**src/rtl/core/xcfr_pkg.sv**
```systemverilog
// Types, opcode constants and result records of the x86 control-flow resolver.
// Shared by the front decoder, the queue, the back sequencer and the checker.
`timescale 1ns / 1ps

package xcfr_pkg;

  typedef enum logic [1:0] {
    REQ_NEW = 2'd0,
    REQ_REG = 2'd1,
    REQ_MEM = 2'd2,
    REQ_ADD = 2'd3
  } req_e;

  typedef enum logic [2:0] {
    KIND_REG_REQ = 3'd0,
    KIND_MEM_REQ = 3'd1,
    KIND_MEM_WR  = 3'd2,
    KIND_MARKER  = 3'd3,
    KIND_DONE    = 3'd4,
    KIND_NH      = 3'd5
  } kind_e;

  typedef enum logic [1:0] {
    PH_IDLE = 2'd0,
    PH_WREG = 2'd1,
    PH_WMEM = 2'd2
  } phase_e;

  localparam logic [7:0] OP_TWO_BYTE  = 8'h0F;
  localparam logic [7:0] OP_RDTSC     = 8'h31;
  localparam logic [7:0] OP_IN_RST    = 8'hE4;
  localparam logic [7:0] OP_IN_RD     = 8'hE5;
  localparam logic [7:0] OP_OUT_B     = 8'hE6;
  localparam logic [7:0] OP_OUT_D     = 8'hE7;
  localparam logic [7:0] OP_CALL      = 8'hE8;
  localparam logic [7:0] OP_JMP_NEAR  = 8'hE9;
  localparam logic [7:0] OP_JMP_SHORT = 8'hEB;
  localparam logic [7:0] OP_RET       = 8'hC3;
  localparam logic [7:0] OP_REPZ      = 8'hF3;
  localparam logic [7:0] OP_GRP5      = 8'hFF;

  localparam logic [2:0] GRP5_CALL = 3'd2;
  localparam logic [2:0] GRP5_JMP  = 3'd4;
  localparam logic [2:0] RM_SIB    = 3'd4;
  localparam logic [2:0] RM_DISP32 = 3'd5;
  localparam logic [2:0] REG_EAX   = 3'd0;

  typedef struct packed {
    req_e        req_type;
    logic [31:0] pc;
    logic [47:0] inst_bytes;
    logic [11:0] flags;
    logic [31:0] stack_ptr;
    logic [31:0] data_word;
  } in_item_t;

  typedef struct packed {
    kind_e       kind;
    logic [2:0]  reg_index;
    logic [31:0] address;
    logic [31:0] data_value;
    logic [31:0] next_pc;
    logic [31:0] next_sp;
    logic [1:0]  write_mask;
    logic [31:0] eax_value;
    logic [31:0] edx_value;
    logic [7:0]  marker_port;
    logic [31:0] marker_count;
    logic        last;
  } out_item_t;

  typedef struct packed {
    logic      two;
    out_item_t res_first;
    out_item_t res_last;
  } q_entry_t;

  typedef struct packed {
    logic full;
    logic empty;
  } q_status_t;

endpackage

```
**src/rtl/core/x86_control_flow_resolver.sv**
```systemverilog
// Top level of the x86 control-flow resolver: front decoder, result queue and
// back sequencer. Depends on xcfr_pkg, xcfr_front, xcfr_queue and xcfr_back.
//
// Input channel (in_valid_i / in_stall_o / in_item_i) carries new instructions,
// register and memory read data, and retired-count additions. Output channel
// (out_valid_o / out_stall_i / out_item_o) carries result beats: operand
// requests, memory writes, markers, done and not-handled. Each input item gives
// zero, one or two beats; the last beat of an item has last set.
// An accepted item is written into the queue, and its first beat is then loaded
// into the output register that drives out_valid_o.
// Throughput: one item per cycle while the queue is not full; the output register
// issues one beat per cycle while out_stall_i is low, and an entry with two
// results stays at the queue head for both beats. The input side keeps accepting
// while beats wait, until the QueueDepth-entry queue fills; then in_stall_o rises.
// Reset clears the retired counter, returns to idle and empties the queue.
// While out_stall_i is high the current beat holds.
`timescale 1ns / 1ps

module x86_control_flow_resolver #(
  parameter int QueueDepth = 2
) (
  input  logic                clk_i,
  input  logic                rst_ni,
  input  logic                in_valid_i,
  output logic                in_stall_o,
  input  xcfr_pkg::in_item_t  in_item_i,
  output logic                out_valid_o,
  input  logic                out_stall_i,
  output xcfr_pkg::out_item_t out_item_o
);

  logic                push, pop;
  xcfr_pkg::q_entry_t  entry, head;
  xcfr_pkg::q_status_t q_status;

  assign in_stall_o = q_status.full;

  xcfr_front u_front (
    .clk_i      (clk_i),
    .rst_ni     (rst_ni),
    .in_valid_i (in_valid_i),
    .in_item_i  (in_item_i),
    .q_full_i   (q_status.full),
    .push_o     (push),
    .entry_o    (entry)
  );

  xcfr_queue #(
    .Depth (QueueDepth)
  ) u_queue (
    .clk_i    (clk_i),
    .rst_ni   (rst_ni),
    .push_i   (push),
    .entry_i  (entry),
    .pop_i    (pop),
    .head_o   (head),
    .status_o (q_status)
  );

  xcfr_back u_back (
    .clk_i       (clk_i),
    .rst_ni      (rst_ni),
    .head_i      (head),
    .empty_i     (q_status.empty),
    .pop_o       (pop),
    .out_valid_o (out_valid_o),
    .out_stall_i (out_stall_i),
    .out_item_o  (out_item_o)
  );

endmodule

```
**src/rtl/core/xcfr_front.sv**
```systemverilog
// Front part: accepts items, decodes the instruction, updates the counter and
// pending-instruction state, and pushes one or two results as a queue entry.
// Depends on xcfr_pkg.
`timescale 1ns / 1ps

module xcfr_front (
  input  logic                clk_i,
  input  logic                rst_ni,
  input  logic                in_valid_i,
  input  xcfr_pkg::in_item_t  in_item_i,
  input  logic                q_full_i,
  output logic                push_o,
  output xcfr_pkg::q_entry_t  entry_o
);

  logic [63:0]      cnt_q, cnt_d;
  xcfr_pkg::phase_e phase_q, phase_d;
  logic [31:0]      held_pc_q, held_sp_q;
  logic [47:0]      held_bytes_q;
  logic             accept, new_inst;

  function automatic logic [31:0] sext8(logic [7:0] v);
    return {{24{v[7]}}, v};
  endfunction

  function automatic logic cond_true(logic [3:0] cc, logic [11:0] fl);
    logic r;
    case (cc[3:1])
      3'd0:    r = fl[11];
      3'd1:    r = fl[0];
      3'd2:    r = fl[6];
      3'd3:    r = fl[0] | fl[6];
      3'd4:    r = fl[7];
      3'd5:    r = fl[2];
      3'd6:    r = fl[7] ^ fl[11];
      default: r = fl[6] | (fl[7] ^ fl[11]);
    endcase
    return cc[0] ? !r : r;
  endfunction

  function automatic xcfr_pkg::out_item_t done_res(logic [31:0] npc, logic [31:0] nsp);
    xcfr_pkg::out_item_t r;
    r         = '0;
    r.kind    = xcfr_pkg::KIND_DONE;
    r.next_pc = npc;
    r.next_sp = nsp;
    r.last    = 1'b1;
    return r;
  endfunction

  function automatic xcfr_pkg::out_item_t memwr_res(logic [31:0] addr, logic [31:0] val);
    xcfr_pkg::out_item_t r;
    r            = '0;
    r.kind       = xcfr_pkg::KIND_MEM_WR;
    r.address    = addr;
    r.data_value = val;
    return r;
  endfunction

  function automatic xcfr_pkg::out_item_t memreq_res(logic [31:0] addr);
    xcfr_pkg::out_item_t r;
    r         = '0;
    r.kind    = xcfr_pkg::KIND_MEM_REQ;
    r.address = addr;
    r.last    = 1'b1;
    return r;
  endfunction

  function automatic xcfr_pkg::out_item_t regreq_res(logic [2:0] idx);
    xcfr_pkg::out_item_t r;
    r           = '0;
    r.kind      = xcfr_pkg::KIND_REG_REQ;
    r.reg_index = idx;
    r.last      = 1'b1;
    return r;
  endfunction

  function automatic xcfr_pkg::q_entry_t fin_indirect(logic [31:0] target, logic [31:0] hpc,
                                                      logic [7:0] m, logic [31:0] hsp);
    xcfr_pkg::q_entry_t e;
    logic [2:0]         len;
    e = '0;
    case (m[7:6])
      2'd0:    len = (m[2:0] == xcfr_pkg::RM_DISP32) ? 3'd6 : 3'd2;
      2'd1:    len = 3'd3;
      2'd2:    len = 3'd6;
      default: len = 3'd2;
    endcase
    if (m[5:3] == xcfr_pkg::GRP5_CALL) begin
      e.two       = 1'b1;
      e.res_first = memwr_res(hsp - 32'd4, hpc + {29'd0, len});
      e.res_last  = done_res(target, hsp - 32'd4);
    end else begin
      e.res_last = done_res(target, hsp);
    end
    return e;
  endfunction

  logic [7:0]  b0, b1, hb0, hb1;
  logic [31:0] pc, sp, data, w1, w2, disp;
  logic [2:0]  grp_op;
  xcfr_pkg::out_item_t nh, mk;

  assign accept   = in_valid_i && !q_full_i;
  assign new_inst = accept && (in_item_i.req_type == xcfr_pkg::REQ_NEW);
  assign b0       = in_item_i.inst_bytes[7:0];
  assign b1       = in_item_i.inst_bytes[15:8];
  assign w1       = in_item_i.inst_bytes[39:8];
  assign w2       = in_item_i.inst_bytes[47:16];
  assign pc       = in_item_i.pc;
  assign sp       = in_item_i.stack_ptr;
  assign data     = in_item_i.data_word;
  assign hb0      = held_bytes_q[7:0];
  assign hb1      = held_bytes_q[15:8];
  assign grp_op   = b1[5:3];

  always_comb begin
    nh      = '0;
    nh.kind = xcfr_pkg::KIND_NH;
    nh.last = 1'b1;
    mk      = '0;
    disp    = '0;
    entry_o = '0;
    push_o  = 1'b0;
    cnt_d   = cnt_q;
    phase_d = phase_q;
    if (accept) begin
      case (in_item_i.req_type)
        xcfr_pkg::REQ_ADD: begin
          cnt_d = cnt_q + {32'd0, data};
        end
        xcfr_pkg::REQ_NEW: begin
          push_o           = 1'b1;
          phase_d          = xcfr_pkg::PH_IDLE;
          entry_o.res_last = nh;
          if (b0 inside {[8'h70:8'h7F]}) begin
            entry_o.res_last = done_res(pc + 32'd2 +
                (cond_true(b0[3:0], in_item_i.flags) ? sext8(b1) : 32'd0), sp);
          end else begin
            case (b0)
              xcfr_pkg::OP_JMP_SHORT: entry_o.res_last = done_res(pc + 32'd2 + sext8(b1), sp);
              xcfr_pkg::OP_JMP_NEAR:  entry_o.res_last = done_res(pc + 32'd5 + w1, sp);
              xcfr_pkg::OP_CALL: begin
                entry_o.two       = 1'b1;
                entry_o.res_first = memwr_res(sp - 32'd4, pc + 32'd5);
                entry_o.res_last  = done_res(pc + 32'd5 + w1, sp - 32'd4);
              end
              xcfr_pkg::OP_TWO_BYTE: begin
                if (b1 inside {[8'h80:8'h8F]}) begin
                  entry_o.res_last = done_res(pc + 32'd6 +
                      (cond_true(b1[3:0], in_item_i.flags) ? w2 : 32'd0), sp);
                end else if (b1 == xcfr_pkg::OP_RDTSC) begin
                  entry_o.res_last            = done_res(pc + 32'd2, sp);
                  entry_o.res_last.write_mask = 2'd3;
                  entry_o.res_last.eax_value  = cnt_q[31:0];
                  entry_o.res_last.edx_value  = cnt_q[63:32];
                end
              end
              xcfr_pkg::OP_IN_RST: begin
                cnt_d            = '0;
                entry_o.res_last = done_res(pc + 32'd2, sp);
              end
              xcfr_pkg::OP_IN_RD: begin
                cnt_d                       = '0;
                entry_o.res_last            = done_res(pc + 32'd2, sp);
                entry_o.res_last.write_mask = 2'd1;
                entry_o.res_last.eax_value  = cnt_q[31:0];
              end
              xcfr_pkg::OP_OUT_B, xcfr_pkg::OP_OUT_D: begin
                phase_d          = xcfr_pkg::PH_WREG;
                entry_o.res_last = regreq_res(xcfr_pkg::REG_EAX);
              end
              xcfr_pkg::OP_REPZ: begin
                if (b1 == xcfr_pkg::OP_RET) begin
                  phase_d          = xcfr_pkg::PH_WMEM;
                  entry_o.res_last = memreq_res(sp);
                end
              end
              xcfr_pkg::OP_RET: begin
                phase_d          = xcfr_pkg::PH_WMEM;
                entry_o.res_last = memreq_res(sp);
              end
              xcfr_pkg::OP_GRP5: begin
                if ((grp_op == xcfr_pkg::GRP5_CALL || grp_op == xcfr_pkg::GRP5_JMP) &&
                    b1[2:0] != xcfr_pkg::RM_SIB) begin
                  if (b1[7:6] == 2'd0 && b1[2:0] == xcfr_pkg::RM_DISP32) begin
                    phase_d          = xcfr_pkg::PH_WMEM;
                    entry_o.res_last = memreq_res(w2);
                  end else begin
                    phase_d          = xcfr_pkg::PH_WREG;
                    entry_o.res_last = regreq_res(b1[2:0]);
                  end
                end
              end
              default: entry_o.res_last = nh;
            endcase
          end
        end
        xcfr_pkg::REQ_REG: begin
          if (phase_q == xcfr_pkg::PH_WREG) begin
            push_o  = 1'b1;
            phase_d = xcfr_pkg::PH_IDLE;
            if (hb0 == xcfr_pkg::OP_OUT_B || hb0 == xcfr_pkg::OP_OUT_D) begin
              mk.kind           = xcfr_pkg::KIND_MARKER;
              mk.data_value     = (hb0 == xcfr_pkg::OP_OUT_B) ? {24'd0, data[7:0]} : data;
              mk.marker_port    = hb1;
              mk.marker_count   = cnt_q[31:0];
              entry_o.two       = 1'b1;
              entry_o.res_first = mk;
              entry_o.res_last  = done_res(held_pc_q + 32'd2, held_sp_q);
            end else if (hb1[7:6] == 2'd3) begin
              entry_o = fin_indirect(data, held_pc_q, hb1, held_sp_q);
            end else begin
              if (hb1[7:6] == 2'd1) begin
                disp = sext8(held_bytes_q[23:16]);
              end else if (hb1[7:6] == 2'd2) begin
                disp = held_bytes_q[47:16];
              end
              phase_d          = xcfr_pkg::PH_WMEM;
              entry_o.res_last = memreq_res(data + disp);
            end
          end
        end
        default: begin
          if (phase_q == xcfr_pkg::PH_WMEM) begin
            push_o  = 1'b1;
            phase_d = xcfr_pkg::PH_IDLE;
            if (hb0 == xcfr_pkg::OP_GRP5) begin
              entry_o = fin_indirect(data, held_pc_q, hb1, held_sp_q);
            end else begin
              entry_o.res_last = done_res(data, held_sp_q + 32'd4);
            end
          end
        end
      endcase
    end
  end

  always_ff @(posedge clk_i or negedge rst_ni) begin
    if (!rst_ni) begin
      cnt_q   <= '0;
      phase_q <= xcfr_pkg::PH_IDLE;
    end else begin
      cnt_q   <= cnt_d;
      phase_q <= phase_d;
    end
  end

  always_ff @(posedge clk_i) begin
    if (new_inst) begin
      held_pc_q    <= pc;
      held_bytes_q <= in_item_i.inst_bytes;
      held_sp_q    <= sp;
    end
  end

endmodule

```
**src/rtl/core/xcfr_queue.sv**
```systemverilog
// Short queue of decoded result entries between front and back.
// Depends on xcfr_pkg.
`timescale 1ns / 1ps

module xcfr_queue #(
  parameter int Depth = 2
) (
  input  logic                clk_i,
  input  logic                rst_ni,
  input  logic                push_i,
  input  xcfr_pkg::q_entry_t  entry_i,
  input  logic                pop_i,
  output xcfr_pkg::q_entry_t  head_o,
  output xcfr_pkg::q_status_t status_o
);

  localparam int PtrW = $clog2(Depth);
  localparam int CntW = $clog2(Depth + 1);

  xcfr_pkg::q_entry_t mem_q [Depth];
  logic [PtrW-1:0]    wr_ptr_q, rd_ptr_q;
  logic [CntW-1:0]    count_q;
  logic               do_push, do_pop;

  assign status_o.full  = (count_q == CntW'(Depth));
  assign status_o.empty = (count_q == '0);
  assign do_push        = push_i && !status_o.full;
  assign do_pop         = pop_i && !status_o.empty;
  assign head_o         = mem_q[rd_ptr_q];

  always_ff @(posedge clk_i or negedge rst_ni) begin
    if (!rst_ni) begin
      wr_ptr_q <= '0;
      rd_ptr_q <= '0;
      count_q  <= '0;
    end else begin
      if (do_push) begin
        wr_ptr_q <= (wr_ptr_q == PtrW'(Depth - 1)) ? '0 : wr_ptr_q + 1'b1;
      end
      if (do_pop) begin
        rd_ptr_q <= (rd_ptr_q == PtrW'(Depth - 1)) ? '0 : rd_ptr_q + 1'b1;
      end
      if (do_push && !do_pop) begin
        count_q <= count_q + 1'b1;
      end else if (do_pop && !do_push) begin
        count_q <= count_q - 1'b1;
      end
    end
  end

  always_ff @(posedge clk_i) begin
    if (do_push) begin
      mem_q[wr_ptr_q] <= entry_i;
    end
  end

endmodule

```
**src/rtl/core/xcfr_back.sv**
```systemverilog
// Back part: issues the one or two results of each queue entry, one beat at a
// time, through the output register. Depends on xcfr_pkg.
`timescale 1ns / 1ps

module xcfr_back (
  input  logic                clk_i,
  input  logic                rst_ni,
  input  xcfr_pkg::q_entry_t  head_i,
  input  logic                empty_i,
  output logic                pop_o,
  output logic                out_valid_o,
  input  logic                out_stall_i,
  output xcfr_pkg::out_item_t out_item_o
);

  logic                out_valid_q, idx_q, load, first_beat;
  xcfr_pkg::out_item_t out_q;

  assign load        = !empty_i && (!out_valid_q || !out_stall_i);
  assign first_beat  = head_i.two && !idx_q;
  assign pop_o       = load && !first_beat;
  assign out_valid_o = out_valid_q;
  assign out_item_o  = out_q;

  always_ff @(posedge clk_i or negedge rst_ni) begin
    if (!rst_ni) begin
      out_valid_q <= 1'b0;
      idx_q       <= 1'b0;
    end else if (load) begin
      out_valid_q <= 1'b1;
      idx_q       <= first_beat;
    end else if (!out_stall_i) begin
      out_valid_q <= 1'b0;
    end
  end

  always_ff @(posedge clk_i) begin
    if (load) begin
      out_q <= first_beat ? head_i.res_first : head_i.res_last;
    end
  end

endmodule

```
**config.mk**
```make
export PLATFORM = sky130hd
export DESIGN_NAME = x86_control_flow_resolver
export DESIGN_NICKNAME = d
export VERILOG_FILES = /design/src/rtl/core/xcfr_pkg.sv /design/src/rtl/core/x86_control_flow_resolver.sv /design/src/rtl/core/xcfr_front.sv /design/src/rtl/core/xcfr_queue.sv /design/src/rtl/core/xcfr_back.sv
export SDC_FILE = /design/constraint.sdc
export NUM_CORES = 2
export LEC_CHECK = 0
export ABC_AREA = 1
export BUFFER_PORTS_ARGS = -buffer_cell sky130_fd_sc_hd__buf_4
export CAP_MARGIN = 20
export CORE_ASPECT_RATIO = 1.5
export CORE_MARGIN = 2
export CORE_UTILIZATION = 24
export CTS_CLUSTER_DIAMETER = 100
export DETAILED_ROUTE_END_ITERATION = 6
export PLACE_DENSITY = 0.38
export SYNTH_ARGS = -nofsm -noshare
export SYNTH_HDL_FRONTEND = slang
export SYNTH_SLANG_ARGS = --single-unit
```
**constraint.sdc**
```tcl
create_clock -name clk_i -period 41.2 [get_ports clk_i]
set_clock_uncertainty 0.05 [all_clocks]
set_input_delay 8.24 -clock clk_i [delete_from_list [all_inputs] [get_ports clk_i]]
set_output_delay 8.24 -clock clk_i [all_outputs]
set_load 0.05 [all_outputs]
```
-- Word level (Yosys, flattened, before mapping)
Memory sizes are Yosys's and may differ from the RTL's.
Index checks and enable logic that the tools add are counted.
- bits in registers: 425
- output and inout bits: 243
- memories: 1
- bits in writable memories: 966
- logic and storage cells: 216
- multiplexer cells: 80
- $lt $le $gt $ge: 4
- bitwise logic cells: 4
- $add $sub $neg: 19
- reduce and logical (&&, ||, !) cells: 40
- equality and inequality tests: 46
- memories (name ; depth ; width ; rd ports ; clocked after memory_dff ; wr ports ; line ; text):
    u_queue.mem_q ; 2 ; 483 ; 1 ; 0 ; 1 ; xcfr_queue.sv:20 ; xcfr_pkg::q_entry_t mem_q [Depth];
- operators with widths (cell ; number):
    241-bit one-hot mux with 10 select lines ; 1
    483-bit two-way mux ; 4
    242-bit two-way mux ; 6
    483-bit one-hot mux with 3 select lines ; 1
    241-bit two-way mux ; 6
    239-bit two-way mux ; 2
    32-bit two-way mux ; 10
    139-bit two-way mux ; 2
    32-bit adder ; 5
    64-bit two-way mux ; 2
    64-bit one-hot mux with 2 select lines ; 1
    8-bit equality test, second input constant ; 14
    32-bit by 3-bit adder with 32-bit output, second input constant ; 3
    32-bit by 2-bit adder with 32-bit output, second input constant ; 2
    32-bit by 3-bit adder with 32-bit output ; 2
    64-bit by 32-bit adder with 64-bit output ; 1
    32-bit by 3-bit subtractor with 32-bit output, second input constant ; 2
    3-bit two-way mux ; 10
    3-bit equality test, second input constant ; 9
    2-bit two-way mux ; 10
    1-bit two-way mux ; 19
    3-bit by 2-bit equality test with 1-bit output, second input constant ; 6
    1-bit one-hot mux with 7 select lines ; 2
    1-bit logical AND ; 13
    other kinds (31) ; 60

-- Logic depth before layout (Yosys ltp)
- word-level depth: 17
- gate-level depth with buffers: 30
- gate-level depth less buffers: 29

-- By module
Synthesis repeated with hierarchy kept, for this count alone.
- cell total of the unflattened synthesis: 9631
- area total of the unflattened synthesis: 80618.6 sq um
- modules (own cells, without submodules) (module ; sequential area each (sq um) ; area each (sq um) ; cells an instance ; instances):
    xcfr_queue ; 29107.9 ; 35586.6 ; 2554 ; 1
    xcfr_front ; 5014.8 ; 34724.6 ; 6046 ; 1
    xcfr_back ; 7287.0 ; 10307.4 ; 1031 ; 1

-- Worst setup path before layout
No wires, ideal clock.
- kind: input to register
- start point: in in_item_i[157] (netlist name)
- end point: mem u_queue.mem_q[0][0] (netlist name) (enable)
- setup time: 915 ps
- arrival time: 20565 ps
- path buffers: 0
- stages: 7
- path slack: 19670 ps
- cells stage by stage: inv_1 nor2_4 nor2_1 nor2_1 a21oi_1 inv_1 nor2_1
- cells in the longest elaborated chain, start to end: 6
- elaborated cells between the ends (all ways): 8
- ends and longest elaborated chain (element ; line ; text):
    from (decl) ; x86_control_flow_resolver.sv:26 ; input xcfr_pkg::in_item_t in_item_i,
    2-bit by 1-bit equality test with 1-bit output, or another cell as far along ; xcfr_front.sv:128 ; case (in_item_i.req_type)
    1-bit one-hot mux with 3 select lines * ; xcfr_front.sv:128 ;
    1-bit two-way mux * ; xcfr_front.sv:127 ; if (accept) begin
    1-bit logical AND * ; xcfr_queue.sv:27 ; assign do_push = push_i && !status_o.full;
    1-bit two-way mux * ; xcfr_queue.sv:52 ; if (do_push) begin
    1-bit two-way mux (implied by the code) * ; xcfr_queue.sv:53 ; mem_q[wr_ptr_q] <= entry_i;
    to (decl) ; xcfr_queue.sv:20 ;
Every way passes the cells marked *; elsewhere a longest branch is shown, timed or not.

==> impl_metrics.ini <==
[status]
status = finished clean

[route]
totalWireLength_microns = 316000
avgRoutedWirePerCell_microns = 27.7
first_pass_iters = 6
drcViolationCount = 0
vias = 56000
first_iter_violations = 4525
viasPerCell = 4.91
drt.antenna.violating_nets = 0

[synth]
yosysSeqAreaShare = 0.470
synth_area_per_cell_sq_um = 8.05
postSynthCellCount = 7638
ys_warn_count = 0
synthArstFlopShare = 0.0740
ys.flop_type = edfxtp_1
synth_area_sq_um = 61500
synth_seq_cells = 973
synth_nets = 8035
synth_edf_count = 901
yosysUniqueCellTypes = 70

[cts]
insertion_delay_ps = 750
root_buffer = clkbuf_16
post_cts_buffers = 0
cts_hold_buf = 0
ctsResizeCount = 0
clkTransAtPathRegs_ps = 70
cts_buffer_depth = 3
cts_made_buffers = 98
cts_tree = built
cts.sink_count = 973
htree_levels = 3

[cells_and_area]
n_fill_cell = 27700
drive_gt1_frac = 0.106
multi_input_comb_area_sq_um = 28000
final_common_cell = nand2_1
nets = 8370
regArea_sq_um = 28900
finish.utilization = 0.281
design_area_sq_um = 71600
layout_common_cells = nand2_1 (2184), inv_1 (924), edfxtp_1 (901), nor2_1 (651), a21oi_1 (576)
syn2layout_area_growth_pct = 16.5

[timing]
finalSetupViolCount = 0
rsz0062_at_grt = no
tightest_slew_ps = 1250
fin_tns_setup_ps = 0
fin_crit_ps = 13360
slew_headroom = 0.160
finalHoldViolations = 0
period_share = 0.324
timing.fmax_ghz = 0.0749
finalWorstSetupSlack_ps = 27840
maxSlewViolCount = 0

[global_routing]
grt_pass1_wl_microns = 434000
grt.total_usage = 0.236
antenna_found_initial = 41
grt_pass1_vias = 55000
grt_max_degree = 127
grt_overflow_total = 0

[die]
start_util = 0.241
die_w_microns = 417
core_area_sq_um = 255000
io_pins = 405
die_h_microns = 624
die_area_sq_um = 260000
num_rows = 227

[power]
total_power_mw = 4.26
ir_drop_mv = 0.0499
p_leak_nw = 30.3
power_density_nw_per_um2 = 59.4

[setup_path]
end_kind = register
cp.required_ps = 41580
crit_top_cell = nand2_1
cp_slowest_stage_delay_ps = 670
slowest_stage = o21ai_0
r2r_cells = 12
crit_chain = buf_4 -> inv_2 -> nand2_1 -> nand2_1 -> nand2_1 -> nand3_1 -> nand2_1 -> nand2_1 -> nand2_1 -> nor2_1 -> ha_1 -> ha_1 -> a21oi_1 -> nand2_1 -> a21oi_1 -> inv_1 -> nand2_1 -> nand2_1 -> o21ai_0 -> o2111ai_1 -> nand2_1 -> a21oi_1
critPathKind = in2reg
crit_fanout = 30
critical_path.top_delay_family = simple AND/OR/NAND/NOR gates
r2r_setup_slack_ps = 35450
start_kind = primary input
r2r_start = u_front.phase_q[1]
r2r_end = u_queue.mem_q[0][110]
cp-startpoint = in_item_i[85]
cp.depth = 22
endpoint = u_queue.mem_q[1][149]
path_buf_inv = 3
arrival_ps = 13740

[placed_design]
place_area_sq_um = 68300
pre_cts_slack_ps = 27090
gp_congestion = 0.992
dpl.hpwl_microns = 251000
port-buffer-count = 397

[worst_hold_path]
min-delay-start = u_front.cnt_q[40]
min-delay-path-class = reg2reg
hold_path_depth = 1

[run]
maxCapViolations = 0
[area by class of cell]
| class | count | share of cell area |
|---|---|---|
| clock inverters | 65 | 0.0102 |
| well taps | 3320 | 0.0580 |
| clock buffers | 119 | 0.0362 |
| flip-flops and latches | 973 | 0.403 |
| repair buffers | 476 | 0.0502 |
| multi-input cells | 5459 | 0.391 |
| diodes | 14 | 0.000489 |
| inverters | 965 | 0.0508 |
[how the worst min path moves through the flow]
| stage | to |
|---|---|
| finish | u_front.cnt_q[40] |
| global placement | u_front.cnt_q[40] |
| floorplan | u_front.cnt_q[40] |
| CTS | u_front.cnt_q[40] |
| global route | u_front.cnt_q[40] |
| detailed placement | u_front.cnt_q[40] |
[power breakdown]
part | internal, mW | leakage (nW) | switching, mW
registers | 1.39 | 9.51 | 0.0982
logic | 0.434 | 19.2 | 1.39
clock network | 0.524 | 1.60 | 0.427
total | 2.34 | 30.3 | 1.91
[flip-flops by register name (all words and copies together) (netlist names)]
register,flops
u_back.out_valid_o,1
u_back.out_item_o,241
u_front.held_bytes_q,48
u_queue.rd_ptr_q,1
u_back.idx_q,1
u_queue.mem_q,548
u_front.phase_q,2
u_front.cnt_q,64
u_queue.wr_ptr_q,1
u_front.held_pc_q,32
u_front.held_sp_q,32
u_queue.count_q,2
[per-layer routing]
layer | wire [microns] | up-vias | track usage
li1 | - | 26400 | -
met1 | 127000 | 27200 | 0.282
met2 | 155000 | 1864 | 0.412
met3 | 15000 | 466 | 0.0281
met4 | 19200 | 26 | 0.127
met5 | 182 | - | 0
[metrics by stage]
| stage | cells | hold slack, ps |
|---|---|---|
| after floorplan | 7638 | 405 |
| after global placement | 11200 | 430 |
| after detailed placement | 11200 | 435 |
| after CTS | 11400 | 446 |
| after global routing | 11400 | 474 |
| final | 11400 | 443 |
[cells in the mapped netlist (7+ instances only)]
cell | n | area, sq um
a21boi_0 | 10 | 75.1
a21o_1 | 19 | 143
a21oi_1 | 576 | 2880
a221oi_1 | 12 | 105
a31oi_1 | 25 | 156
and2_1 | 12 | 75.1
buf_1 | 16 | 60.1
buf_2 | 32 | 160
buf_4 | 7 | 52.6
buf_6 | 9 | 101
clkbuf_1 | 177 | 664
dfrtp_1 | 72 | 1800
edfxtp_1 | 901 | 27100
ha_1 | 229 | 2870
inv_1 | 926 | 3480
inv_2 | 32 | 120
mux2i_1 | 33 | 330
nand2_1 | 2186 | 8210
nand2_2 | 11 | 68.8
nand3_1 | 385 | 1930
nand3_2 | 8 | 80.1
nand3b_1 | 19 | 143
nand4_1 | 113 | 707
nor2_1 | 657 | 2470
nor2_2 | 18 | 113
nor2_4 | 14 | 158
nor3_1 | 176 | 881
nor3_2 | 38 | 380
nor4_1 | 31 | 194
o2111ai_1 | 12 | 105
o211ai_1 | 85 | 638
o21a_1 | 20 | 150
o21ai_0 | 356 | 1780
o21ai_1 | 23 | 115
o21bai_1 | 30 | 225
o221ai_1 | 8 | 70.1
o22ai_1 | 54 | 338
o31ai_1 | 10 | 75.1
or2_2 | 63 | 394
xnor2_1 | 28 | 245
xor2_1 | 131 | 1150
[cell families (layout without fill, tap and decap cells)]
family / after synthesis / after routing / synth area share
other cells: 0 / 14 / 0
mux: 33 / 33 / 0.00537
simple gates: 3754 / 3754 / 0.261
xor+xnor: 160 / 160 / 0.0229
flops: 973 / 973 / 0.470
compound gates: 1277 / 1277 / 0.117
buf+inv: 1206 / 1625 / 0.0759
fa+ha+maj: 235 / 235 / 0.0486
No activity file was read; power rests on OpenSTA's default activity.
